### src/hw/rtl/cone_distance_truncated_score_defines.svh
// Assertion helpers used by the cone scorer back end (cdts_back).
`ifndef CONE_DISTANCE_TRUNCATED_SCORE_DEFINES_SVH
`define CONE_DISTANCE_TRUNCATED_SCORE_DEFINES_SVH
// same-cycle implication
`define CDTS_ASSERT_IMPL(label, clk, rst, ante, cons) \
  label: assert property (@(posedge clk) disable iff (rst) (ante) |-> (cons)) \
    else $error("same-cycle check failed");
// next-cycle implication
`define CDTS_ASSERT_NEXT(label, clk, rst, ante, cons) \
  label: assert property (@(posedge clk) disable iff (rst) (ante) |=> (cons)) \
    else $error("next-cycle check failed");
`endif

### src/hw/rtl/cdts_pkg.sv
`timescale 1ns / 1ps
// ----------------------------------------------------------------------------
// cdts_pkg
// Types and constants of the cone distance scorer.
// ----------------------------------------------------------------------------
package cdts_pkg;

  localparam int unsigned MAX_POINTS = 65536;
  localparam logic [16:0] INLIER_CAP =
    (MAX_POINTS < 131071) ? 17'(MAX_POINTS) : 17'd131071;
  localparam logic signed [31:0] AXIS_ONE   = 32'sd1073741824;
  localparam logic signed [35:0] H_LIMIT    = 36'sd8589934591;
  localparam logic [33:0]        R_LIMIT    = 34'h3_FFFF_FFFF;
  localparam logic [31:0]        TAN_RESET  = 32'd16777216;
  localparam logic [31:0]        LIMIT_RESET = 32'd65536;

  typedef enum logic [2:0] {
    REG_APEX_X, REG_APEX_Y, REG_APEX_Z,
    REG_AXIS_X, REG_AXIS_Y, REG_AXIS_Z,
    REG_TAN_HALF_ANGLE, REG_ERROR_LIMIT
  } reg_idx_t;

  typedef struct packed {
    logic signed [31:0] point_x;
    logic signed [31:0] point_y;
    logic signed [31:0] point_z;
    logic               last_point;
  } in_t;

  typedef struct packed {
    logic [31:0] surface_distance;
    logic [63:0] squared_error;
    logic        is_inlier;
    logic [16:0] inlier_tally;
    logic [63:0] score;
    logic        last_result;
  } out_t;

  typedef struct packed {
    logic signed [33:0] v_x;
    logic signed [33:0] v_y;
    logic signed [33:0] v_z;
    logic               last;
  } vec_t;

  typedef struct packed {
    logic        busy;
    logic [31:0] arm_cosine;
    logic [31:0] arm_sine;
  } arm_t;

  typedef struct packed {
    logic signed [31:0] axis_x;
    logic signed [31:0] axis_y;
    logic signed [31:0] axis_z;
    logic [31:0]        arm_cosine;
    logic [31:0]        arm_sine;
    logic [31:0]        error_limit;
  } geom_t;

  typedef enum logic [2:0] {
    A_IDLE, A_SQ, A_SETUP, A_DIV, A_RSET, A_ROOT, A_SINE, A_FIN
  } arm_state_t;

  typedef enum logic [3:0] {
    B_IDLE, B_DOT, B_HSET, B_WPRD, B_WSQ, B_RSET, B_ROOT,
    B_AMUL, B_BMUL, B_SQE, B_LIM, B_OUT
  } back_state_t;

  function automatic logic signed [31:0] clamp_axis(input logic signed [31:0] a);
    if (a > AXIS_ONE) begin
      return AXIS_ONE;
    end else if (a < -AXIS_ONE) begin
      return -AXIS_ONE;
    end
    return a;
  endfunction

endpackage

### src/hw/rtl/cdts_front.sv
`timescale 1ns / 1ps
// ----------------------------------------------------------------------------
// cdts_front
// Configuration registers, point intake and apex offset.
// ----------------------------------------------------------------------------
module cdts_front import cdts_pkg::*; (
  input  logic        clk,
  input  logic        rst,
  input  logic        cfg_write,
  input  logic [2:0]  cfg_index,
  input  logic [31:0] cfg_data,
  input  logic        push,
  output logic        full,
  input  in_t         point,
  input  logic        q_full,
  output logic        q_push,
  output vec_t        q_data,
  input  arm_t        arm,
  output logic        arm_start,
  output logic [31:0] tan_half_angle,
  output geom_t       geom
);

  logic signed [31:0] apex_x, apex_y, apex_z;
  logic signed [31:0] axis_x, axis_y, axis_z;
  logic [31:0]        error_limit;

  always_ff @(posedge clk) begin
    if (rst) begin
      apex_x <= '0;
      apex_y <= '0;
      apex_z <= '0;
      axis_x <= '0;
      axis_y <= '0;
      axis_z <= AXIS_ONE;
      tan_half_angle <= TAN_RESET;
      error_limit <= LIMIT_RESET;
    end else if (cfg_write) begin
      unique case (reg_idx_t'(cfg_index))
        REG_APEX_X:         apex_x <= cfg_data;
        REG_APEX_Y:         apex_y <= cfg_data;
        REG_APEX_Z:         apex_z <= cfg_data;
        REG_AXIS_X:         axis_x <= clamp_axis(cfg_data);
        REG_AXIS_Y:         axis_y <= clamp_axis(cfg_data);
        REG_AXIS_Z:         axis_z <= clamp_axis(cfg_data);
        REG_TAN_HALF_ANGLE: tan_half_angle <= cfg_data;
        REG_ERROR_LIMIT:    error_limit <= cfg_data;
        default: ;
      endcase
    end
  end

  assign arm_start = cfg_write && (reg_idx_t'(cfg_index) == REG_TAN_HALF_ANGLE);
  assign full      = q_full || arm.busy;
  assign q_push    = push && !full;

  always_comb begin
    q_data.v_x  = 34'(point.point_x) - 34'(apex_x);
    q_data.v_y  = 34'(point.point_y) - 34'(apex_y);
    q_data.v_z  = 34'(point.point_z) - 34'(apex_z);
    q_data.last = point.last_point;
    geom.axis_x = axis_x;
    geom.axis_y = axis_y;
    geom.axis_z = axis_z;
    geom.arm_cosine  = arm.arm_cosine;
    geom.arm_sine    = arm.arm_sine;
    geom.error_limit = error_limit;
  end

endmodule

### config.mk
export PLATFORM = sky130hd
export DESIGN_NAME = cdts_front
export DESIGN_NICKNAME = d
export VERILOG_FILES = /design/src/hw/rtl/cone_distance_truncated_score_defines.svh /design/src/hw/rtl/cdts_pkg.sv /design/src/hw/rtl/cdts_front.sv
export SDC_FILE = /design/constraint.sdc
export NUM_CORES = 1
export LEC_CHECK = 0
export BUFFER_PORTS_ARGS = -buffer_cell sky130_fd_sc_hd__buf_2
export CORE_AREA = 2 2 209 211
export DETAILED_ROUTE_END_ITERATION = 16
export DIE_AREA = 0 0 211 213
export PLACE_DENSITY_LB_ADDON = 0.15
export SETUP_SLACK_MARGIN = 0.3
export SKIP_CTS_REPAIR_TIMING = 1
export SYNTH_ARGS = -nofsm -noshare
export SYNTH_HDL_FRONTEND = slang
export SYNTH_SLANG_ARGS = --single-unit
### constraint.sdc
create_clock -name clk -period 4 [get_ports clk]
set_input_delay 0.6 -clock clk [delete_from_list [all_inputs] [get_ports clk]]
set_output_delay 0.6 -clock clk [all_outputs]
set_load 0.1 [all_outputs]
# Word level (Yosys, flattened, before mapping)
# Cells that the tools add are included.
# op_classes
add_sub_neg	3
mul	0
n_div	0
n_lt_le_gt_ge	2
eq_ne	7
n_shift	0
muxes	16
n_bitwise	0
reduce_logical	13
# op_table
cell	n
two-way mux 32 bit	5
subtractor 32 x 32 -> 33 bit	3
> comparator 32 bit (second input constant)	1
less-than comparator 32 x 31 -> 1 bit (second input constant)	1
AND reduction 2 bit	8
== test 3 bit (second input constant)	4
two-way mux 1 bit	11
== test 3 x 2 -> 1 bit (second input constant)	2
== test 3 x 1 -> 1 bit (second input constant)	1
zero test 3 bit	1
logical AND 1 bit	2
zero test 1 bit	1
logical OR 1 bit	1
# totals
reg_bits	256
latchBits	0
mem_bits_rw	0
mem_bits_ro	0
out_inout_bits	330
elab_cells	49
memories	0

# Longest topological paths before layout
# depth
word_depth	7
depth_mapped	12

# Least setup slack after synthesis
# Ideal clock, no wire load.
# synth_path
kind	input-to-output
startpoint	in point[33] (netlist name)
endpoint	out q_data[65] (netlist name)
t_arrival_ps	4534
required_time_ps	3400
setup_slack_ps	-1134
stages	11
n_path_buf	0
cell_sequence	inv_1 ha_1 fa_1 nor2b_1 o2111ai_1 nand3_1 a2111oi_2 or3b_1 nand2b_1 a2111oi_0 a211oi_1
# synth_rtl
element	line	source
from (decl)	cdts_front.sv:14	input in_t point,
to (decl)	cdts_front.sv:17	output vec_t q_data,

==> flow_summary.yaml <==
status:
  status: "finished clean"
routing:
  viasPerCell: 5.190
  drc: 0
  initialDrtViolationCount: 990
  vias: 15300
  dr.pass1.iters: 5
  finalWirelength_um: 60020
  routed_wire_length_per_instance_um: 20.36
  postRouteAntennaNets: 0
floorplanning:
  core-area_um2: 42700
  io_pins: 532
  die_w_um: 211
  rows: 76
  dieArea_um2: 44940
  die_h_um: 213
  start_util: 0.3547
sta:
  rsz0062_at_grt: "yes"
  drv_slew: 0
  hold_violations: 0
  fin_ws_ns: 0.1177
  slew_headroom: 0.1694
  holdWs_ns: 0.4507
  setup_viol_count_final: 0
  clock_skew_ns: 0
  fmax_ghz: 0.2576
  finalSetupTns_ns: 0
  tightestPinTransition_ns: 1.243
  fin_crit_sh: 0.9706
  post-route-min-period_ns: 3.882
final_layout:
  fin_nets: 2675
  multi_input_area_um2: 10360
  final.fill_count: 4240
  final_cell_area_um2: 20950
  ff_latch_area_um2: 5146
  fin_cells: 2948
  drive_gt1_frac: 0.3196
  syn2layout_area_growth_pct: 38.35
clock_network:
  htreeDepth: 1
  clkTransAtPathRegs_ns: 0.06
  cts_buffers: 29
  cts.sinks: 256
  cts_tree: "yes"
  clkLatencyLatePin_ns: 0.54
  clk_path_buf_depth: 3
  root_buffer: "clkbuf_16"
synthesis:
  yosys-top-cells-count: "486 x nand2_1, 346 x a21oi_1, 256 x dfxtp_1"
  synth_top_area_frac: 0.3384
  synth_edf_count: 0
  async_flop_share: 0
  syn_nets: 2383
  synth_area_um2: 15140
  seq_area_frac_synth: 0.3384
  yosys.area.top_type: "dfxtp_1"
  avgSynthCellArea_um2: 7.273
  netlist_top_cells_area: "dfxtp_1 34%, nand2_1 12%, a21oi_1 11%"
  syn_inst: 2082
  synth_cell_types: 63
  ys_warn_count: 0
  post-synth-top-count-cell: "nand2_1"
  synth_ff_type: "dfxtp_1"
  yosys_register_bits: 256
place:
  post-place-cells: 2860
  port_buffers: 401
  gp_congestion: 0.8896
  hpwl_um: 42490
  place_area_um2: 18590
  dp_slack_ns: 0.1054
pwr:
  p_seq_frac: 0.306
  max-vdd-ir-drop_mv: 0.2813
  p_leak_nw: 8.250
  p_int_mw: 5.094
  switchingPower_mw: 3.465
  p_clk_frac: 0.304
  pwr-share-comb: 0.390
  power_density_nw_per_um2: 408.5
  swShare: 0.4048
flow_run:
  cap_violations: 0
global_routing:
  grt_pass1_vias: 14570
  overflow: 0
  antenna_found_initial: 7
  grt_max_degree: 124
  grt_pass1_wl_um: 85860
  track_usage: 0.2491
critical_path:
  crit_type: "flip-flop to output pin"
  crit_buf_inv: 3
  startpoint_type: "flip-flop"
  crit_path_cell_trace: "inv_1, ha_4, o21a_1, o31a_1, o21ai_2, o31ai_4, a211o_1, a31oi_4, buf_12, o41ai_4, xor2_4, buf_12"
  worst_path_dominant_cell_family: "compound AO/OA/AOI/OAI gates"
  crit_top_cell: "buf_12"
  critical_path_required_ns: 3.40
  cpMaxStageDelayCell: "o41ai_4"
  worstPathArrival_ns: 3.28
  path_max_fanout: 5
  cpPeakStageDelay_ns: 0.39
  end_kind: "output pin"
worst_hold_path:
  hold_class: "flip-flop to flip-flop"
## layout by cell type, fill, tap and decap left out, types with 35 or more instances in the layout
cell type    n
a21oi_1    326
nor2_1      49
buf_4       64
ha_4        35
nand3_1    113
ha_1        48
buf_12      50
inv_1      121
nand2_1    479
buf_2      347
dfxtp_1    245
a21o_1      39
## logic make-up (layout without fill, tap and decap cells)
logic type	after synthesis	in the layout	share of synthesized area
other	0	5	0
and+or+nand+nor	754	754	0.2123
xor gates and xnor gates	86	86	0.04974
buffers and inverters	338	653	0.1057
adders and majority gates	99	99	0.08329
DFF	256	256	0.3384
AOI/OAI and AO/OA	548	548	0.2091
muxes	1	1	0.001487
## routing by layer
| layer | vias up | routed length (um) | share of wire | track usage |
|---|---|---|---|---|
| li1 | 7498 | - | - | - |
| met1 | 7173 | 24730 | 0.41 | 0.3154 |
| met2 | 527 | 29000 | 0.48 | 0.4217 |
| met3 | 99 | 4592 | 0.077 | 0.05589 |
| met4 | 4 | 1683 | 0.028 | 0.07674 |
| met5 | - | 21 | 0.00035 | 0 |
## stage by stage
step | util | total power [mW]
2_1_floorplan | - | 5.294
3_3_place_gp | 0.4353 | 5.782
3_5_place_dp | 0.4353 | 5.792
4_1_cts | 0.4570 | 8.389
5_1_grt | 0.4906 | 8.862
6_report | 0.4907 | 8.558
## power groups by stage
stage          Sequential (mW)  Combinational [mW]  Clock [mW]
2_1_floorplan             2.87                2.42           0
3_3_place_gp              2.68                3.11           0
5_1_grt                   2.63                3.47        2.76
3_5_place_dp              2.68                3.11           0
6_report                  2.62                3.33        2.60
4_1_cts                   2.62                3.12        2.65
## path summary, 6_finish.rpt
check        slack, ns               to             from  cells past startpoint
max               0.12       q_data[98]        apex_x[2]                     12
min               0.45  error_limit[19]  error_limit[19]                      2
max reg2reg       3.29       axis_x[30]       axis_x[30]                      2
min reg2reg       0.45  error_limit[19]  error_limit[19]                      2
## registers in the layout, indices dropped and copies added (netlist names)
signal / flops
tan_half_angle: 32
apex_x: 32
axis_y: 32
apex_z: 32
axis_x: 32
axis_z: 32
error_limit: 32
apex_y: 32
## area by class of cell
type | count | share of cell area
well taps | 546 | 0.03261
repair buffers | 474 | 0.1598
diodes | 5 | 0.0005972
inverters | 125 | 0.02252
clock buffers | 47 | 0.04121
flip-flops and latches | 256 | 0.2456
multi-input cells | 1488 | 0.4946
clock inverters | 7 | 0.003046
## worst register-to-register path, cell delays in order, from the launching register on
cell and delay, ns:
dfxtp_1 0.34, nor2_1 0.05, a211oi_1 0.22
Power figures use the tool's default switching activity.
