## src/hw/rtl/cone_distance_truncated_score_defines.svh

```systemverilog
// Assertion helpers used by the cone scorer back end (cdts_back).
`ifndef CONE_DISTANCE_TRUNCATED_SCORE_DEFINES_SVH
`define CONE_DISTANCE_TRUNCATED_SCORE_DEFINES_SVH
// same-cycle implication
`define CDTS_ASSERT_IMPL(label, clk, rst, ante, cons) \
  label: assert property (@(posedge clk) disable iff (rst) (ante) |-> (cons)) \
    else $error("same-cycle check failed");
// next-cycle implication
`define CDTS_ASSERT_NEXT(label, clk, rst, ante, cons) \
  label: assert property (@(posedge clk) disable iff (rst) (ante) |=> (cons)) \
    else $error("next-cycle check failed");
`endif

```

## src/hw/rtl/cdts_pkg.sv

```systemverilog
`timescale 1ns / 1ps
// ----------------------------------------------------------------------------
// cdts_pkg
// Types and constants of the cone distance scorer.
// ----------------------------------------------------------------------------
package cdts_pkg;

  localparam int unsigned MAX_POINTS = 65536;
  localparam logic [16:0] INLIER_CAP =
    (MAX_POINTS < 131071) ? 17'(MAX_POINTS) : 17'd131071;
  localparam logic signed [31:0] AXIS_ONE   = 32'sd1073741824;
  localparam logic signed [35:0] H_LIMIT    = 36'sd8589934591;
  localparam logic [33:0]        R_LIMIT    = 34'h3_FFFF_FFFF;
  localparam logic [31:0]        TAN_RESET  = 32'd16777216;
  localparam logic [31:0]        LIMIT_RESET = 32'd65536;

  typedef enum logic [2:0] {
    REG_APEX_X, REG_APEX_Y, REG_APEX_Z,
    REG_AXIS_X, REG_AXIS_Y, REG_AXIS_Z,
    REG_TAN_HALF_ANGLE, REG_ERROR_LIMIT
  } reg_idx_t;

  typedef struct packed {
    logic signed [31:0] point_x;
    logic signed [31:0] point_y;
    logic signed [31:0] point_z;
    logic               last_point;
  } in_t;

  typedef struct packed {
    logic [31:0] surface_distance;
    logic [63:0] squared_error;
    logic        is_inlier;
    logic [16:0] inlier_tally;
    logic [63:0] score;
    logic        last_result;
  } out_t;

  typedef struct packed {
    logic signed [33:0] v_x;
    logic signed [33:0] v_y;
    logic signed [33:0] v_z;
    logic               last;
  } vec_t;

  typedef struct packed {
    logic        busy;
    logic [31:0] arm_cosine;
    logic [31:0] arm_sine;
  } arm_t;

  typedef struct packed {
    logic signed [31:0] axis_x;
    logic signed [31:0] axis_y;
    logic signed [31:0] axis_z;
    logic [31:0]        arm_cosine;
    logic [31:0]        arm_sine;
    logic [31:0]        error_limit;
  } geom_t;

  typedef enum logic [2:0] {
    A_IDLE, A_SQ, A_SETUP, A_DIV, A_RSET, A_ROOT, A_SINE, A_FIN
  } arm_state_t;

  typedef enum logic [3:0] {
    B_IDLE, B_DOT, B_HSET, B_WPRD, B_WSQ, B_RSET, B_ROOT,
    B_AMUL, B_BMUL, B_SQE, B_LIM, B_OUT
  } back_state_t;

  function automatic logic signed [31:0] clamp_axis(input logic signed [31:0] a);
    if (a > AXIS_ONE) begin
      return AXIS_ONE;
    end else if (a < -AXIS_ONE) begin
      return -AXIS_ONE;
    end
    return a;
  endfunction

endpackage

```

## src/hw/rtl/cdts_arm.sv

```systemverilog
`timescale 1ns / 1ps
// ----------------------------------------------------------------------------
// cdts_arm
// Derives cosine and sine of the cone half angle from its tangent.
// ----------------------------------------------------------------------------
module cdts_arm import cdts_pkg::*; (
  input  logic        clk,
  input  logic        rst,
  input  logic        start,
  input  logic [31:0] tan_half_angle,
  output arm_t        arm
);

  arm_state_t  state, state_next;
  logic [6:0]  cnt;
  logic [63:0] mp;
  logic [31:0] mul_b;
  logic [62:0] d;
  logic [62:0] rem;
  logic [63:0] rem2;
  logic [63:0] q;
  logic [63:0] sqin;
  logic [33:0] srem;
  logic [35:0] srem2;
  logic [35:0] trial;
  logic [31:0] root;
  logic [31:0] cosine;
  logic [31:0] sine;

  always_ff @(posedge clk) begin
    if (rst) begin
      state <= A_SQ;
    end else begin
      state <= state_next;
    end
  end

  always_comb begin
    state_next = state;
    unique case (state)
      A_IDLE:  state_next = A_IDLE;
      A_SQ:    state_next = A_SETUP;
      A_SETUP: state_next = A_DIV;
      A_DIV:   if (cnt == '0) state_next = A_RSET;
      A_RSET:  state_next = A_ROOT;
      A_ROOT:  if (cnt == '0) state_next = A_SINE;
      A_SINE:  state_next = A_FIN;
      A_FIN:   state_next = A_IDLE;
      default: state_next = A_IDLE;
    endcase
    if (start) state_next = A_SQ;
  end

  always_comb begin
    mul_b = (state == A_SINE) ? root : tan_half_angle;
    arm.busy = (state != A_IDLE);
    arm.arm_cosine = cosine;
    arm.arm_sine = sine;
  end

  assign rem2  = {rem, (cnt == 7'd106)};
  assign srem2 = {srem, sqin[63:62]};
  assign trial = {2'b00, root, 2'b01};

  always_ff @(posedge clk) begin
    mp <= 64'(tan_half_angle) * 64'(mul_b);
    unique case (state)
      A_SETUP: begin
        d   <= 63'(64'h4000_0000_0000 + (mp >> 2));
        rem <= '0;
        q   <= '0;
        cnt <= 7'd106;
      end
      A_DIV: begin
        if (rem2 >= {1'b0, d}) begin
          rem <= 63'(rem2 - {1'b0, d});
          q   <= {q[62:0], 1'b1};
        end else begin
          rem <= rem2[62:0];
          q   <= {q[62:0], 1'b0};
        end
        cnt <= cnt - 7'd1;
      end
      A_RSET: begin
        sqin <= q;
        srem <= '0;
        root <= '0;
        cnt  <= 7'd31;
      end
      A_ROOT: begin
        if (srem2 >= trial) begin
          srem <= 34'(srem2 - trial);
          root <= {root[30:0], 1'b1};
        end else begin
          srem <= srem2[33:0];
          root <= {root[30:0], 1'b0};
        end
        sqin <= {sqin[61:0], 2'b00};
        cnt  <= cnt - 7'd1;
      end
      A_FIN: begin
        cosine <= root;
        sine   <= mp[55:24];
      end
      default: ;
    endcase
  end

endmodule

```

## config.mk

```make
export PLATFORM = sky130hd
export DESIGN_NAME = cdts_arm
export DESIGN_NICKNAME = d
export VERILOG_FILES = /design/src/hw/rtl/cone_distance_truncated_score_defines.svh /design/src/hw/rtl/cdts_pkg.sv /design/src/hw/rtl/cdts_arm.sv
export SDC_FILE = /design/constraint.sdc
export NUM_CORES = 2
export LEC_CHECK = 0
export BUFFER_PORTS_ARGS = -buffer_cell sky130_fd_sc_hd__buf_2
export CAP_MARGIN = 10
export CORE_AREA = 2 2 329 331
export CTS_BUF_LIST = sky130_fd_sc_hd__clkbuf_4 sky130_fd_sc_hd__clkbuf_8
export CTS_CLUSTER_SIZE = 16
export DETAILED_ROUTE_END_ITERATION = 16
export DIE_AREA = 0 0 331 333
export GPL_ROUTABILITY_DRIVEN = 1
export PLACE_DENSITY = 0.72
export SLEW_MARGIN = 20
export SYNTH_ARGS = -nofsm -noshare
export SYNTH_HDL_FRONTEND = slang
export SYNTH_SLANG_ARGS = --single-unit
```

## constraint.sdc

```tcl
create_clock -name clk -period 11.1 [get_ports clk]
set_input_delay 1.11 -clock clk [delete_from_list [all_inputs] [get_ports clk]]
set_output_delay 1.11 -clock clk [all_outputs]
set_load 0.03 [all_outputs]
```

### Word-level counts from Yosys, hierarchy flattened

Cells that the tools add are included.

* $add $sub $neg: 4
* multiply operators: 1
* magnitude comparators: 2
* eq/ne operators: 10
* muxes and demuxes: 14
* reduce and logical (&&, ||, !) cells: 10

Operators with widths (count)
* case mux 64 bit (2 select lines): 2
* case mux 63 bit (2 select lines): 1
* case mux 34 bit (2 select lines): 1
* greater-or-equal comparator 64 x 63 -> 1 bit: 1
* multiplier 32 x 32 -> 64 bit: 1
* case mux 32 bit (2 select lines): 1
* adder 47 x 62 -> 63 bit (first input constant): 1
* 2-to-1 mux 63 bit: 1
* subtractor 63 bit: 1
* greater-or-equal comparator 36 x 34 -> 1 bit: 1
* 2-to-1 mux 34 bit: 1
* subtractor 34 bit: 1
* 2-to-1 mux 32 bit: 1
* case mux 3 bit (7 select lines): 1
* case mux 7 bit (3 select lines): 1
* equality test 3 bit (second input constant): 4
* equality test 7 bit (second input constant): 1
* logical NOT 7 bit: 1
* subtractor 7 x 1 -> 7 bit (second input constant): 1
* equality test 3 x 2 -> 1 bit (second input constant): 2
* 2-to-1 mux 3 bit: 2
* nonzero test 3 bit: 2
* OR reduction 2 bit: 3
* inequality test 2 bit (second input constant): 2
* 5 further kinds: 7

* register bits after elaboration: 458
* bits of input ports: 35
* output and inout bits: 65

### Longest topological paths before layout

* word-level depth: 4
* gate-level depth with buffers: 34

### Worst setup path after synthesis

OpenSTA, ideal clock, no wires.

* kind: flip-flop to flip-flop
* start point: register state[1]
* end point: register mp[61]
* library setup time: 72 ps
* arrival time: 8124 ps
* required time: 11028 ps
* setup slack: 2903 ps
* cell stages (with the launch flop): 34
* buffers on the path: 4
* clock period less this slack: 8197 ps
* cells stage by stage: dfxtp_1 > nor2b_1 > nand2_1 > clkbuf_1 > clkbuf_1 > nand2_1 > o21ai_0 > clkbuf_1 > nand2_1 > fa_1 > inv_1 > fa_1 > inv_1 > fa_1 > inv_1 > fa_1 > fa_1 > inv_1 > fa_1 > fa_1 > fa_1 > inv_1 > ha_1 > buf_6 > a21oi_2 > o21ai_1 > or3_4 > o21ai_2 > o31ai_4 > a2111oi_2 > or2_4 > o211ai_4 > a311oi_2 > xnor2_1

* cells in the longest elaborated chain, start to end: 3

Ends and longest elaborated chain
* start: declaration: line cdts_arm.sv:14 `arm_state_t state, state_next;`
* start signal: assignment: line cdts_arm.sv:34 `state <= state_next;`
* equality test 3 bit: line cdts_arm.sv:55 `mul_b = (state == A_SINE) ? root : tan_half_angle;`
* 2-to-1 mux 32 bit: line cdts_arm.sv:55
* multiplier 32 x 32 -> 64 bit: line cdts_arm.sv:66 `mp <= 64'(tan_half_angle) * 64'(mul_b);`
* end signal: assignment: line cdts_arm.sv:66
* end: declaration: line cdts_arm.sv:16 `logic [63:0] mp;`

Every way passes these cells.
A chain may end at the register's enable or synchronous reset.

### Final worst setup path

* start point: register state[1]
* end point: register mp[63]

Same word-level chain as after synthesis.

==> impl_metrics.xml <==
<?xml version="1.0" encoding="UTF-8"?>
<metrics>
  <group name="run_status">
    <metric name="run_status" unit="">finished clean</metric>
  </group>
  <group name="grt">
    <metric name="grt_start_max_net_pins" unit="">80</metric>
    <metric name="grt_pass1_vias" unit="">43200</metric>
    <metric name="gr-total-overflow" unit="">0</metric>
    <metric name="antenna_found_initial" unit="">4</metric>
    <metric name="global_route.usage.total" unit="%">30.0</metric>
    <metric name="grt_pass1_wl" unit="um">251000</metric>
  </group>
  <group name="critical_path">
    <metric name="critical_path_peak_fanout" unit="">40</metric>
    <metric name="reg2reg_setup_slack" unit="ns">1.44</metric>
    <metric name="crit_required" unit="ns">11.67</metric>
    <metric name="reg_to_reg_startpoint" unit="">state[1]</metric>
    <metric name="worst_path_max_delay_cell" unit="">sky130_fd_sc_hd__o21ai_2</metric>
    <metric name="cpMostUsedCell" unit="">sky130_fd_sc_hd__fa_1</metric>
    <metric name="crit_path_max_incr_delay" unit="ns">0.58</metric>
    <metric name="rr_endpoint" unit="">mp[63]</metric>
    <metric name="end_kind" unit="">flip-flop</metric>
    <metric name="critical_path.startpoint_type" unit="">flip-flop</metric>
    <metric name="startpoint" unit="">state[1]</metric>
    <metric name="cp.arrival" unit="ns">10.22</metric>
    <metric name="crit_type" unit="">flip-flop to flip-flop</metric>
    <metric name="critPathCapture" unit="">mp[63]</metric>
    <metric name="reg2regPathDepth" unit="">27</metric>
  </group>
  <group name="place">
    <metric name="place.port_buffers" unit="">99</metric>
    <metric name="place.detailed.hpwl" unit="um">124000</metric>
    <metric name="routabilityCongestion" unit="">0.965</metric>
  </group>
  <group name="layout">
    <metric name="final_common_cell" unit="">sky130_fd_sc_hd__inv_1</metric>
    <metric name="mostFrequentLayoutCells" unit="">1001 x sky130_fd_sc_hd__inv_1, 897 x sky130_fd_sc_hd__fa_1, 864 x sky130_fd_sc_hd__nand2_1</metric>
    <metric name="finish.net_count" unit="">7082</metric>
    <metric name="filler_cell_count" unit="">9407</metric>
    <metric name="layout-area-overhead-vs-synth" unit="%">5.79</metric>
    <metric name="final_layout_size_suffix_gt1_share" unit="%">6.81</metric>
  </group>
  <group name="min_path">
    <metric name="hold-path-cell-count" unit="">0</metric>
    <metric name="min_path_type" unit="">flip-flop to flip-flop</metric>
  </group>
  <group name="synth">
    <metric name="synth.lib_cells_used.distinct" unit="">96</metric>
    <metric name="dominantRegCellSynth" unit="">sky130_fd_sc_hd__edfxtp_1</metric>
    <metric name="ys_seq_elements" unit="">456</metric>
    <metric name="syn-mean-instance-area" unit="um2">9.63</metric>
    <metric name="synth.net_count" unit="">7140</metric>
    <metric name="synthesis.instances" unit="">5845</metric>
    <metric name="ys_seq_area_share" unit="%">23.2</metric>
    <metric name="share_of_synthesized_registers_carrying_an_async_set_or_reset" unit="%">0</metric>
    <metric name="synth_enable_flop_cells" unit="">391</metric>
    <metric name="netlist_area" unit="mm2">0.0563</metric>
    <metric name="synth.yosys.warnings" unit="">0</metric>
  </group>
  <group name="cts">
    <metric name="cts_htree_levels" unit="">3</metric>
    <metric name="worst_skew_pair.late_latency" unit="ns">0.65</metric>
    <metric name="tritoncts_num_sinks" unit="">456</metric>
    <metric name="cts_resized" unit="">0</metric>
    <metric name="clk_root_buffer_cell" unit="">sky130_fd_sc_hd__clkbuf_8</metric>
    <metric name="cts_tree" unit="">built</metric>
    <metric name="cts_hold_buffers" unit="">0</metric>
    <metric name="post-cts-setup-buffer-count" unit="">0</metric>
    <metric name="cts_inserted_buffers" unit="">70</metric>
    <metric name="ctsLongestPathBuffers" unit="">3</metric>
    <metric name="clk_pin_slew_worst_paths" unit="ns">0.06</metric>
  </group>
  <group name="sta">
    <metric name="finalHoldViolCount" unit="">0</metric>
    <metric name="skew" unit="ns">0.0211</metric>
    <metric name="tightestPinTransition" unit="ns">1.14</metric>
    <metric name="fin_worst_hold_slack" unit="ns">0.403</metric>
    <metric name="period_share" unit="%">87.0</metric>
    <metric name="timing_max_transition_violations_final" unit="">0</metric>
    <metric name="sum_neg_setup_slack" unit="ns">0</metric>
    <metric name="period_needed" unit="ns">9.66</metric>
    <metric name="timing.max_slew.rel_slack" unit="%">23.4</metric>
    <metric name="unrepaired_setup_endpoints_after_global_routing" unit="">false</metric>
    <metric name="setup-violations-final" unit="">0</metric>
    <metric name="max_freq" unit="MHz">104</metric>
  </group>
  <group name="route">
    <metric name="maxUsedRoutingLayer" unit="">met5</metric>
    <metric name="route.antenna.remaining_nets" unit="">0</metric>
    <metric name="vias" unit="">41400</metric>
    <metric name="route.detailed.vias_per_inst" unit="">5.72</metric>
    <metric name="wl_met3" unit="um">16000</metric>
    <metric name="wire_length_on_met1" unit="um">66300</metric>
    <metric name="detailed_route_wirelength_on_metal2" unit="um">74500</metric>
    <metric name="1st_pass_router_iterations" unit="">5</metric>
    <metric name="first_iter_violations" unit="">4028</metric>
    <metric name="detail_route.drc_violations" unit="">0</metric>
    <metric name="drt-wirelength-per-cell" unit="um">22.5</metric>
    <metric name="wl" unit="um">163000</metric>
  </group>
  <group name="die">
    <metric name="io_pins" unit="">100</metric>
    <metric name="initial_cell_density_of_the_core" unit="%">52.8</metric>
    <metric name="floorplan.die_area" unit="mm2">0.110</metric>
    <metric name="num_rows" unit="">120</metric>
    <metric name="floorplan_core_area" unit="mm2">0.107</metric>
    <metric name="die_w" unit="um">331</metric>
    <metric name="die_y" unit="um">333</metric>
  </group>
  <group name="run">
    <metric name="max-cap-violations" unit="">0</metric>
  </group>
</metrics>
## stage by stage
step                      instances  setup WS, ns  utilization, %  cell area (um2)
after floorplan                5845          2.90               -            56300
after global placement         7118          1.79            54.5            58100
after detailed placement       7118          1.53            54.5            58100
after CTS                      7245          1.51            55.8            59500
after global routing           7246         0.998            55.8            59500
final                          7246          1.44            55.8            59500
## area by class of cell
type                            count  area, um2  share of cell area, %
Multi-Input combinational cell   4072      38400                   64.5
Sequential cell                   456      13000                   21.9
Inverter                         1003       3760                   6.32
Tap cell                         1403       1760                   2.95
Clock buffer                       93       1180                   1.98
Timing Repair Buffer              184       1130                   1.90
Clock inverter                     34        235                  0.395
Antenna cell                        1       2.50                0.00420
## registers in the layout (all words and copies together), names as in the netlist
register and flops:
cnt 7, cosine 32, d 63, mp 62, q 64, rem 63
root 32, sine 32, sqin 64, srem 34, state 3
## cells by family after synthesis
kind of cell	count (synthesis)	synth area share, %
xor+xnor	158	2.46
buf+inv	1317	8.92
fa+ha+maj	1260	40.0
simple gates	1961	17.1
flops	456	23.2
mux	16	0.287
compound gates	677	8.05
## how the worst min path moves through the flow
stage / start / end / slack [ns]
global route: mp[16] / d[14] / 0.42
finish: mp[13] / d[11] / 0.40
floorplan: mp[2] / d[0] / 0.39
detailed placement: mp[13] / d[11] / 0.39
CTS: mp[16] / d[14] / 0.41
global placement: mp[14] / d[12] / 0.39
## critical path: cells and delay by family (launching register included)
| family | cells | cell delay [ns] |
|---|---|---|
| simple gates | 6 | 1.88 |
| fa+ha+maj | 9 | 4.39 |
| flops | 1 | 0.50 |
| buf+inv | 6 | 0.98 |
| compound gates | 6 | 1.75 |
## synthesized netlist by cell type (all sizes together), types with 15 or more instances
library cell  number  area (um2)
a211oi            23         183
a21o              92         691
a21oi            197        1020
a31oi             26         184
and2             654        4100
and3              22         138
buf               36         210
clkbuf           278        1040
dfxtp             65        1300
edfxtp           391       11700
fa               897       18000
ha               363        4540
inv             1003        3760
mux2i             15         150
nand2            866        3250
nand2b            15        93.8
nand3             64         335
nand4             53         332
nor2             175         659
nor2b             27         169
nor3              30         155
o21a              47         353
o21ai            151         774
o21bai            32         240
or3               19         124
xnor2             95         832
xor2              63         552
## metal layers
metal	global-route usage [%]	vias to the layer above
li1	-	18200
met5	0	-
met4	10.2	2
met1	41.3	20800
met2	47.1	1991
met3	6.42	393
Power is left out: the tool's default activity adds up to more than one toggle a clock period on the data nets, which glitch-free logic cannot reach.
