===== src/hw/rtl/cone_distance_truncated_score_defines.svh =====
// Assertion helpers used by the cone scorer back end (cdts_back).
`ifndef CONE_DISTANCE_TRUNCATED_SCORE_DEFINES_SVH
`define CONE_DISTANCE_TRUNCATED_SCORE_DEFINES_SVH
// same-cycle implication
`define CDTS_ASSERT_IMPL(label, clk, rst, ante, cons) \
  label: assert property (@(posedge clk) disable iff (rst) (ante) |-> (cons)) \
    else $error("same-cycle check failed");
// next-cycle implication
`define CDTS_ASSERT_NEXT(label, clk, rst, ante, cons) \
  label: assert property (@(posedge clk) disable iff (rst) (ante) |=> (cons)) \
    else $error("next-cycle check failed");
`endif


===== src/hw/rtl/cdts_pkg.sv =====
`timescale 1ns / 1ps
// ----------------------------------------------------------------------------
// cdts_pkg
// Types and constants of the cone distance scorer.
// ----------------------------------------------------------------------------
package cdts_pkg;

  localparam int unsigned MAX_POINTS = 65536;
  localparam logic [16:0] INLIER_CAP =
    (MAX_POINTS < 131071) ? 17'(MAX_POINTS) : 17'd131071;
  localparam logic signed [31:0] AXIS_ONE   = 32'sd1073741824;
  localparam logic signed [35:0] H_LIMIT    = 36'sd8589934591;
  localparam logic [33:0]        R_LIMIT    = 34'h3_FFFF_FFFF;
  localparam logic [31:0]        TAN_RESET  = 32'd16777216;
  localparam logic [31:0]        LIMIT_RESET = 32'd65536;

  typedef enum logic [2:0] {
    REG_APEX_X, REG_APEX_Y, REG_APEX_Z,
    REG_AXIS_X, REG_AXIS_Y, REG_AXIS_Z,
    REG_TAN_HALF_ANGLE, REG_ERROR_LIMIT
  } reg_idx_t;

  typedef struct packed {
    logic signed [31:0] point_x;
    logic signed [31:0] point_y;
    logic signed [31:0] point_z;
    logic               last_point;
  } in_t;

  typedef struct packed {
    logic [31:0] surface_distance;
    logic [63:0] squared_error;
    logic        is_inlier;
    logic [16:0] inlier_tally;
    logic [63:0] score;
    logic        last_result;
  } out_t;

  typedef struct packed {
    logic signed [33:0] v_x;
    logic signed [33:0] v_y;
    logic signed [33:0] v_z;
    logic               last;
  } vec_t;

  typedef struct packed {
    logic        busy;
    logic [31:0] arm_cosine;
    logic [31:0] arm_sine;
  } arm_t;

  typedef struct packed {
    logic signed [31:0] axis_x;
    logic signed [31:0] axis_y;
    logic signed [31:0] axis_z;
    logic [31:0]        arm_cosine;
    logic [31:0]        arm_sine;
    logic [31:0]        error_limit;
  } geom_t;

  typedef enum logic [2:0] {
    A_IDLE, A_SQ, A_SETUP, A_DIV, A_RSET, A_ROOT, A_SINE, A_FIN
  } arm_state_t;

  typedef enum logic [3:0] {
    B_IDLE, B_DOT, B_HSET, B_WPRD, B_WSQ, B_RSET, B_ROOT,
    B_AMUL, B_BMUL, B_SQE, B_LIM, B_OUT
  } back_state_t;

  function automatic logic signed [31:0] clamp_axis(input logic signed [31:0] a);
    if (a > AXIS_ONE) begin
      return AXIS_ONE;
    end else if (a < -AXIS_ONE) begin
      return -AXIS_ONE;
    end
    return a;
  endfunction

endpackage


===== src/hw/rtl/cdts_queue.sv =====
`timescale 1ns / 1ps
// ----------------------------------------------------------------------------
// cdts_queue
// Two-word queue between the front and the back.
// ----------------------------------------------------------------------------
module cdts_queue import cdts_pkg::*; (
  input  logic clk,
  input  logic rst,
  input  logic wr,
  input  vec_t wdata,
  output logic full,
  input  logic rd,
  output vec_t rdata,
  output logic nonempty
);

  vec_t       mem [2];
  logic       wptr;
  logic       rptr;
  logic [1:0] count;

  assign full     = (count == 2'd2);
  assign nonempty = (count != 2'd0);
  assign rdata    = mem[rptr];

  always_ff @(posedge clk) begin
    if (rst) begin
      wptr  <= 1'b0;
      rptr  <= 1'b0;
      count <= '0;
    end else begin
      if (wr) wptr <= ~wptr;
      if (rd) rptr <= ~rptr;
      count <= count + {1'b0, wr} - {1'b0, rd};
    end
  end

  always_ff @(posedge clk) begin
    if (wr) mem[wptr] <= wdata;
  end

endmodule


===== config.mk =====
export PLATFORM = sky130hd
export DESIGN_NAME = cdts_queue
export DESIGN_NICKNAME = d
export VERILOG_FILES = /design/src/hw/rtl/cone_distance_truncated_score_defines.svh /design/src/hw/rtl/cdts_pkg.sv /design/src/hw/rtl/cdts_queue.sv
export SDC_FILE = /design/constraint.sdc
export NUM_CORES = 1
export LEC_CHECK = 0
export BUFFER_PORTS_ARGS = -buffer_cell sky130_fd_sc_hd__buf_2
export CAP_MARGIN = 5
export CELL_PAD_IN_SITES_DETAIL_PLACEMENT = 0
export CELL_PAD_IN_SITES_GLOBAL_PLACEMENT = 1
export CORE_ASPECT_RATIO = 1.5
export CORE_MARGIN = 10
export CORE_UTILIZATION = 32
export DETAILED_ROUTE_END_ITERATION = 8
export PLACE_DENSITY = 0.67
export SETUP_SLACK_MARGIN = 0.3
export SLEW_MARGIN = 5
export SYNTH_ARGS = -nofsm -noshare
export SYNTH_HDL_FRONTEND = slang
export SYNTH_SLANG_ARGS = --single-unit
export TNS_END_PERCENT = 100

===== constraint.sdc =====
create_clock -name clk -period 5.3 [get_ports clk]
set_clock_uncertainty 0.15 [all_clocks]
set_input_delay 0.53 -clock clk [delete_from_list [all_inputs] [get_ports clk]]
set_output_delay 0.53 -clock clk [all_outputs]
set_load 0.05 [all_outputs]

* Word-level counts from Yosys, hierarchy flattened
Memories as Yosys holds them, arrays and structs flattened. A register that Yosys moved wholly into a read port is not among the register bits. Cells that the tools add are included.
Storage, ports and cells: register bits after elaboration 4, memory bits (writable) 206, output and inout bits 105, memories kept 1
Cells by class: add/subtract/negate cells 2, equal/unequal tests 1, mux-type cells 4, bitwise logic cells 2, reduce and logical (&&, ||, !) cells 1
Memory list:
- mem | words 2, bits a word 103, rd ports 1, clocked after memory_dff 1, wr ports 1, RTL line cdts_queue.sv:17 | vec_t mem [2];
Operators with widths (count):
- 1-bit two-way mux | 4
- 2-bit by 1-bit adder with 2-bit output | 1
- 2-bit == test, second input constant | 1
- 1-bit NOT | 2
- 2-bit nonzero test | 1
- 2-bit by 1-bit subtractor with 2-bit output | 1

* Logic depth before layout (Yosys ltp)
Gate-level depths: netlist of the first run.
depth after elaboration 3, gate-level depth with buffers 6, depth with buffers taken out 6

* Least setup slack after synthesis of the first run
OpenSTA, ideal clock, no wires.
path type in2reg, from input port wr, to memory mem[0][0] in the netlist's numbering (enable), library setup time 578 ps, arrival time 5010 ps, path slack -438 ps, stages on the path 1, cell sequence nor2b_1
On the way: cells in the longest elaborated chain, start to end 2
RTL lines:
- from (decl) | RTL line cdts_queue.sv:9 | input logic wr,
- 1-bit two-way mux | RTL line cdts_queue.sv:39 | if (wr) mem[wptr] <= wdata;
- 1-bit two-way mux (implied by the code) | RTL line cdts_queue.sv:39
- to (decl) | RTL line cdts_queue.sv:17
No other way between the ends.

==> results.md, run 1 <==
- P_int: about 2.9 mW
- Via count: roughly 4000
- Post-route ant nets: 0
- Setup violations, final: 0
- Post-Syn Nets: 450
- First-pass GRT wire length: 25.5 mm
- H-tree Lvls: 1
- DR vias/cell: 4.31
- Hold path depth: 1
- Post-synthesis cell count: 341
- Filler Cells Inserted: approximately 2300
- Mapped cell area: ~7700 um2
- Initial antenna violation count: 3
- Static leakage: between 3 and 4 nW
- Largest net degree at the start of global routing: 74
- Worst hold path startpoint: wdata[77]
- Clock slew at reported path FFs: about 0.060 ns
- Max Fclk: roughly 300 MHz
- Peak supply drop: 0.240 mV
- Tcrit/Tclk final: a little over three fifths
- Logic pwr share: around 17%
- Share of cells above drive strength 1: about 60%
- Area Growth Syn to Fin: 26.3%
- Starting Density: 32.4%
- Die Wd: between 100 and 150 um
- RR Endpoint: mem[1][96]
- Synth top area cells: edfxtp_1 81%, mux2_2 15%, dfxtp_1 1.3%
- Synth unique cells: 14
- Detailed placer's ending HPWL: around 12 mm
- Minimum clock period: 3.32 ns
- DRT Wirelength: around 17 mm
- Worst EP required: approximately 4.6 ns
- Leading area contributor after synthesis: edfxtp_1
- Number of I/O port buffers: around 210
- R2r startpoint: wptr
- CTS Buffer Depth: 3
- Run status: completed
- Sequential share of the synthesized area: just over 80%
- Power per cell area: 412 nW/um2
- Most common cell in the netlist: edfxtp_1
- Die height: 210 um
- Sw frac: roughly 28%
- Post-synth top cells: 206 x edfxtp_1, 103 x mux2_2, 7 x buf_6, 5 x dfxtp_1, 4 x nor2_1
- Nature of the critical path endpoint: output pin
- Max_cap viols: 0
- CP max FO: 73
- Yosys reg bits: between 200 and 250
- Worst Hold Class: in -> reg
- Hold EP: mem[1][77]
- Final WS setup: a little under 2 ns
- Non-Filler Instances: between 900 and 1000
- Total track usage: approximately a tenth
- Slew Limit Fails: 0
- Primary FF master, synth: edfxtp_1
- Core area: between 20000 and 25000 um2
- Hold Vio Cnt, Final: 0
- GRT overflow: 0
- Placed cell count: roughly 860
- WP data arrival: 2.64 ns
- Die footprint: ~31000 um2
- RSZ-0062 raised after global routing: no
- Hold bufs inserted after CTS: 0
- CTS resizes: 0
- Post CTS Setup Buffer Count: 0
- Dpl ws: between 2 and 2.5 ns
- Sum of negative setup slack: 0 ns
- Worst r2r path cells: 2
- WL per Instance: 18.9 um
- Inserted Clock Buffers: 21
- CTS tree: done
- Num Clock Sinks: 211
- Synth warn: 0
- Post-synth EDFFs: approximately 200
- GPL Wtd Cong: 0.695
- Worst-Margin Slew: just over 1 ns
- NetSw: between 1 and 1.5 mW
- Crit Path Category: reg -> out
- Clk network pwr share: between 30 and 40%
- Core Rows: between 60 and 70
- DRT iter0 DRCs: between 100 and 150
- Worst slew margin: 32.6%
- Avg Inst Size Synth: 22.5 um2
- Top-level port count: around 210
- Latest clock arrival within the worst-skew pair: roughly 0.49 ns
- Reg2reg setup slack: 2.91 ns
- Synth async-reset ratio: 0%
- CTS Root Cell: clkbuf_16
- Sequential share of power: between 50% and 60%
- Top-area cell type share of the netlist area: approximately 81%
- First-pass detailed-route iteration total: 4
- Vias in the first global route: ~4500
- Nets: between 600 and 700
- DRC errors left: 0
- Crit path launch type: flop
[cells by family after synthesis]
family / share of synthesized area, %
multiplexers: 15.1
XOR/XNOR: 0.522
buffers and inverters: 1.42
adder cells (fa/ha/maj): 0.326
flip-flops: 82.0
AND/OR/NAND/NOR: 0.604
[worst max-delay path, stage by stage (launching register included)]
cell and delay [ns]:
dfxtp_4 0.98, buf_4 0.52, mux2_2 0.40, buf_2 0.21
[power by group through the flow]
| stage | Combinational (mW) | Clock [mW] | Sequential [mW] |
|---|---|---|---|
| CTS | 0.684 | 1.38 | 2.00 |
| global placement | 0.672 | 0 | 2.03 |
| detailed placement | 0.682 | 0 | 2.03 |
| floorplan | 0.524 | 0 | 2.01 |
| global route | 0.706 | 1.44 | 2.01 |
| finish | 0.671 | 1.32 | 1.99 |
[metrics by stage]
step / hold WS, ns / power (mW) / util [%] / cell area, um2
5_1_grt: 0.0434 / 4.15 / 40.9 / 9680
4_1_cts: 0.0442 / 4.06 / 40.9 / 9680
6_report: 0.0728 / 3.99 / 40.9 / 9680
3_3_place_gp: 0.344 / 2.70 / 38.3 / 9060
2_1_floorplan: 0.330 / 2.53 / - / 7670
3_5_place_dp: 0.349 / 2.71 / 38.3 / 9060
[registers in the layout, summed over array words and instances (netlist names), named ones only]
| signal | count |
|---|---|
| count | 2 |
| mem | 206 |
| rptr | 1 |
| wptr | 1 |
[cells in the final DEF (no fill, tap or decap), drive strengths merged]
master	n
xnor3	1
buf	215
edfxtp	206
xnor2	2
inv	3
and2	1
nor2b	3
ha	2
or2	1
clkinv	11
clkbuf	26
nor2	4
mux2	103
diode	3
dfxtp	5
[metal layers]
layer  track usage [%]  vias up  wire [um]  share of wire [%]
met5                 0        -          0                  0
met4              4.33        0        477                2.8
met3              2.99       29       1030                6.0
met2              20.3      129       9630                 56
met1              10.1     1942       5950                 35
li1                  -     1804          -                  -
[area by class of cell]
cell class	instances	area, um2	area share [%]
sequential	211	6290	65.0
tap	319	399	4.12
antenna	3	7.51	0.0775
clock buffer	26	544	5.62
multi-input combinational	117	1280	13.2
timing repair buffer	215	1090	11.2
inverter	2	7.51	0.0775
clock inverter	12	67.6	0.698
[how the worst max path moves through the flow]
stage	from	endpoint	slack, ns	cells after the start
2_1_floorplan	wr	mem[0][0]	1.49	1
3_3_place_gp	flop	rdata[97]	2.51	3
3_5_place_dp	flop	rdata[50]	2.42	3
4_1_cts	flop	rdata[102]	1.87	3
5_1_grt	flop	rdata[102]	1.80	3
6_report	flop	rdata[102]	1.98	3
(Power assumes the default switching activity.)
==> inputs of run 2 (changes only) <==
--- a/config.mk
+++ b/config.mk
@@ -13,7 +13,7 @@
 export CORE_MARGIN = 10
 export CORE_UTILIZATION = 32
 export DETAILED_ROUTE_END_ITERATION = 8
-export PLACE_DENSITY = 0.67
+export PLACE_DENSITY = 0.65
 export SETUP_SLACK_MARGIN = 0.3
 export SLEW_MARGIN = 5
 export SYNTH_ARGS = -nofsm -noshare
==> constraint.sdc (replaced) <==
create_clock -name clk -period 3.36 [get_ports clk]
set_clock_uncertainty 0.15 [all_clocks]
set_input_delay 0.336 -clock clk [delete_from_list [all_inputs] [get_ports clk]]
set_output_delay 0.336 -clock clk [all_outputs]
set_load 0.05 [all_outputs]
==> run 2 against run 1 <==
  * Clock-buffer cell count fell by 4
  * Die area did not move
  * First-iteration DRC count rose by 61%
  * Combinational power rose by 76%
  * Critical endpoint is now rdata[52]
==> results.md, run 2 (synthesis results as in run 1) <==
- Via count: 4297
- Largest net degree at the start of global routing: about 100
- Area Growth Syn to Fin: 41.2%
- Logic pwr share: between 10% and 20%
- Nets: about 780
- DR vias/cell: around 4.3
- Minimum clock period: roughly 2.6 ns
- GRT overflow: 0
- Most frequent cells in the layout: 211 x buf_2, 206 x edfxtp_1, 106 x dlygate4sd3_1
- Starting Density: roughly a third
- GPL Wtd Cong: 0.709
- Clock slew at reported path FFs: 0.06 ns
- WL per Instance: 16.9 um
- Filler Cells Inserted: approximately 2100
- Worst r2r path cells: 2
- NetSw: around 1.8 mW
- H-tree Lvls: 1
- Max_cap viols: 0
- Number of I/O port buffers: approximately 210
- Crit Path Category: reg -> out
- Total track usage: 10.8%
- CTS Buffer Depth: 3
- RR Endpoint: mem[1][55]
- Multi-input logic area: about 1300 um2
- Worst EP required: between 2 and 3 ns
- Hold EP: count[0]
- Worst hold path startpoint: wr
- Peak supply drop: between 0.4 and 0.5 mV
- Hold path depth: 3
- Max FFs per register: roughly 200
- FF+latch area: 6290 um2
- Sum of negative setup slack: 0 ns
- Reg2reg setup slack: ~1.5 ns
- Latest clock arrival within the worst-skew pair: 0.48 ns
- Crit-path cells: buf_4 > mux2_2 > buf_2
- Die height: between 200 and 250 um
- Sw frac: 27.0%
- Max Fclk: 383 MHz
- Post-route ant nets: 0
- Die Wd: 146 um
- Core Util, Final: between 40% and 50%
- DRT iter0 DRCs: 190
- CP max FO: 33
- Tcrit/Tclk final: 77.8%
- Power per cell area: 602 nW/um2
- Static leakage: 4.07 nW
- DRT Wirelength: 17.1 mm
- Inserted Clock Buffers: 20
- Vias in the first global route: 4977
- First-pass detailed-route iteration total: 4
- P_int: 4.75 mW
- Setup violations, final: 0
- CTS Root Cell: clkbuf_16
- Detailed placer's ending HPWL: about 12 mm
- Initial antenna violation count: 2
- Post-place instance area: 9110 um2
- Commonest non-fill, non-tap cell in the layout: buf_2
- WP data arrival: 2.13 ns
- Max stage delay on crit path: between 0.6 and 0.7 ns
- Nature of the critical path endpoint: output pin
- Worst Hold Class: in -> reg
- Critical-path top delay cell: dfxtp_4
- Num Clock Sinks: between 200 and 250
- DRC errors left: 0
- Sequential share of power: 48.0%
- Fin area: 10800 um2
- Run status: completed
- CTS resizes: 0
- R2r startpoint: wptr
- Hold WS: 0.114 ns
- Hold Vio Cnt, Final: 0
- First-pass GRT wire length: approximately 27 mm
- Clk network pwr share: between 30% and 40%
- Slew Limit Fails: 0
- Power Total: 6.52 mW
- Worst-Margin Slew: between 0.6 and 0.7 ns
- Worst slew margin: between 50% and 60%
- Biggest register: mem
- RSZ-0062 raised after global routing: no
- Core area: roughly 24000 um2
- Core Rows: between 60 and 70
- Top flop regs: mem: 206 flops, count: 2 flops
- Share of cells above drive strength 1: slightly above 50%
- Top-level port count: about 210
- Die footprint: between 30000 and 40000 um2
- Crit path launch type: flop
- CTS tree: done
-- run 2: power groups by stage --
| stage | sequential, mW | clock, mW | combinational, mW |
|---|---|---|---|
| global placement | 3.18 | 0 | 1.09 |
| floorplan | 3.16 | 0 | 0.828 |
| detailed placement | 3.18 | 0 | 1.10 |
| finish | 3.12 | 2.21 | 1.18 |
| global route | 3.14 | 2.37 | 1.25 |
| CTS | 3.13 | 2.28 | 1.21 |
-- run 2: worst max-delay path: cells and delay by family, from the launching register on --
kind	cells	cell delay (ns)
muxes	1	0.39
DFF	1	0.63
buffers and inverters	2	0.60
-- run 2: how the worst max path moves through the flow --
stage,start,endpoint,slack (ns),cells after the start
global placement,flop,rdata[81],1.26,3
global route,flop,rdata[52],0.63,3
detailed placement,flop,rdata[83],1.23,3
CTS,flop,rdata[83],0.70,3
finish,flop,rdata[52],0.75,3
floorplan,wr,mem[0][0],0.89,1
-- run 2: through the flow --
step                instances  setup slack [ns]
finish                   1009             0.747
global route             1009             0.626
CTS                      1007             0.700
detailed placement        865              1.23
global placement          865              1.26
floorplan                 341             0.890
-- run 2: area by class of cell --
class / count / share of cell area (%)
sequential: 211 / 58.1
clock buffer: 22 / 4.89
tap: 319 / 3.69
antenna: 2 / 0.0462
clock inverter: 14 / 1.10
multi-input combinational: 117 / 11.8
timing repair buffer: 322 / 20.3
inverter: 2 / 0.0694
-- run 2: per-layer routing --
layer / up-vias / part of all wire (%) / GRT usage, %
met4: 0 / 2.0 / 3.67
li1: 2020 / - / -
met1: 2121 / 36 / 11.1
met5: - / 0 / 0
met2: 133 / 55 / 20.4
met3: 23 / 6.3 / 2.95
-- run 2: timing repair --
action | in CTS | in global routing
hold buffers | 106 | 0
buffers inserted | 0 | 0
endpoints found under the setup margin | 0 | 0
hold endpoints to repair | 211 | 0
==> inputs of run 3 (changes only) <==
--- a/config.mk
+++ b/config.mk
@@ -13,7 +13,7 @@
 export CORE_MARGIN = 10
 export CORE_UTILIZATION = 32
 export DETAILED_ROUTE_END_ITERATION = 8
-export PLACE_DENSITY = 0.65
+export PLACE_DENSITY = 0.67
 export SETUP_SLACK_MARGIN = 0.3
 export SLEW_MARGIN = 5
 export SYNTH_ARGS = -nofsm -noshare
==> constraint.sdc (replaced) <==
create_clock -name clk -period 2.3 [get_ports clk]
set_clock_uncertainty 0.15 [all_clocks]
set_input_delay 0.23 -clock clk [delete_from_list [all_inputs] [get_ports clk]]
set_output_delay 0.23 -clock clk [all_outputs]
set_load 0.05 [all_outputs]
==> run 3 against run 2 <==
  * Via count grew 5.8%
  * Worst setup slack worse by 0.61 ns
  * Flip-flop and latch count did not move
  * Sequential share of layout area down 6.1 points
  * Global-route usage rose by 1.6 points
  * Clock power increased by 39%
  * Sequential power up 46%
  * First-iteration DRC count grew 2.1%
  * Die area did not move
  * Clock-buffer cell count up 2
  * Utilization up 5.4 points
  * Largest power group unchanged
==> results.md, run 3 (synthesis results as in run 1) <==
- Nets: 800
- Sum of negative setup slack: 0 ns
- Power Total: about 10 mW
- Number of I/O port buffers: approximately 210
- First-pass GRT wire length: ~30 mm
- Sw frac: 27.2%
- Core Rows: 69
- Max_cap viols: 0
- Setup violations, final: 0
- WL per Instance: a little over 20 um
- Tcrit/Tclk final: a little over nine tenths
- Post-route ant nets: 0
- Critical-path top delay cell: dfxtp_4
- Starting Density: 32.4%
- Sequential share of power: approximately 46%
- First-pass detailed-route iteration total: 4
- CTS Buffer Depth: 3
- Area Growth Syn to Fin: 57.8%
- DRT iter0 DRCs: just under 200
- Worst EP required: roughly 1.9 ns
- Die height: ~210 um
- Static leakage: about 4.7 nW
- Dpl ws: between 0.6 and 0.7 ns
- Cell mode on critical path: buf_12
- Biggest register: mem
- Clock slew at reported path FFs: roughly 0.06 ns
- Slew Limit Fails: 0
- Clk network pwr share: between 30 and 40%
- Initial antenna violation count: 1
- Worst Hold Class: in -> reg
- Final WS setup: roughly 0.14 ns
- Logic pwr share: between 20% and 30%
- Via count: approximately 4500
- Hold path depth: 3
- CTS tree: done
- Crit Path Category: reg -> out
- Fin area: roughly 12000 um2
- Peak supply drop: a little under 0.7 mV
- Inserted Clock Buffers: 20
- Num Clock Sinks: around 210
- NetSw: around 2.7 mW
- Die Wd: approximately 150 um
- Minimum clock period: ~2.2 ns
- H-tree Lvls: 1
- Die footprint: 30700 um2
- Run status: completed
- Total track usage: about an eighth
- CP max FO: 6
- Max stage delay on crit path: roughly 0.42 ns
- Power per cell area: ~830 nW/um2
- Crit-path cells: buf_12 > buf_12 > buf_16 > mux2_4 > buf_8
- RSZ-0062 raised after global routing: yes
- P_int: 7.28 mW
- Commonest non-fill, non-tap cell in the layout: edfxtp_1
- Latest clock arrival within the worst-skew pair: a little under 0.5 ns
- GPL Wtd Cong: roughly 0.68
- Top-level port count: 212
- GRT overflow: 0
- Top flop regs: mem: 206 flops, count: 2 flops
- Max Fclk: about 460 MHz
- Largest net degree at the start of global routing: 57
- Hold Vio Cnt, Final: 0
- Worst-Margin Slew: between 0.3 and 0.4 ns
- Detailed placer's ending HPWL: roughly 12 mm
- DRT Wirelength: approximately 21 mm
- WP data arrival: 1.78 ns
- Share of cells above drive strength 1: slightly above 50%
- Post-place instance area: 9160 um2
- Max FFs per register: about 210
- Most frequent cells in the layout: 206 x edfxtp_1, 136 x buf_2, 106 x dlygate4sd3_1
- Crit path launch type: flop
- Core area: between 20000 and 25000 um2
- Worst slew margin: between 70% and 80%
- DR vias/cell: 4.45
- Worst r2r path cells: 2
- Vias in the first global route: ~5200
- CTS Root Cell: clkbuf_16
- DRC errors left: 0
- Nature of the critical path endpoint: output pin
==> run 3: cell count changes in the layout (fill, tap and decap cells not counted), moves of 2 or more <==
cell / change
buf_2: -75
buf_8: +61
mux2_2: -60
mux2_4: +60
buf_6: +11
buf_16: +9
clkinv_2: -6
buf_12: +4
buf_4: +4
clkbuf_16: +3
clkbuf_1: +2
clkinv_1: +2
==> run 3: worst paths after layout <==
path                            from         end  slack (ns)
worst min-delay path              wr    count[0]        0.02
worst min register to register  rptr        rptr        0.37
worst max-delay path            flop   rdata[22]        0.14
worst max register to register  wptr  mem[1][50]        0.90
==> run 3: worst max-delay path, delay by kind of cell (launching register included) <==
family / cells / cell delay [ns]
flops: 1 / 0.42
buf+inv: 4 / 0.54
mux: 1 / 0.32
==> run 3: power groups by stage <==
stage | sequential, mW | clock (mW) | combinational, mW
2_1_floorplan | 4.62 | 0 | 1.21
3_3_place_gp | 4.62 | 0 | 1.63
3_5_place_dp | 4.63 | 0 | 1.65
4_1_cts | 4.55 | 3.17 | 2.19
5_1_grt | 4.58 | 3.30 | 2.48
6_report | 4.56 | 3.07 | 2.38
==> run 3: layer usage <==
metal  vias up  share of wire [%]  wire, um  GRT usage [%]
li1       2055                  -         -              -
met1      2291                 35      7170           12.5
met2       160                 56     11700           23.8
met3        41                6.1      1260           3.10
met4         0                2.9       607           4.57
met5         -                  0         0              0
==> run 3: per-stage QoR <==
step                instances  util, %  hold slack (ns)
floorplan                 341        -            0.145
global placement          866     38.7            0.268
detailed placement        866     38.7            0.271
CTS                      1016     49.1          0.00641
global route             1022     51.1           0.0279
finish                   1022     51.1           0.0232
==> run 3: layout make-up <==
class                           count  area [um2]
Clock inverter                      9        65.1
Sequential cell                   211        6290
Clock buffer                       24         537
Antenna cell                        1        2.50
Multi-Input combinational cell    117        1510
Tap cell                          319         399
Fill cell                        1910       11600
Inverter                            2        7.51
Timing Repair Buffer              339        3290
==> run 3: what timing repair did <==
action / 4_1_cts / 5_1_grt
buffers inserted: 4 / 1
hold buffers: 106 / 0
hold endpoints to repair: 211 / 0
gates resized for setup: 179 / 97
gates cloned: 7 / 4
setup endpoints to repair: 103 / 103
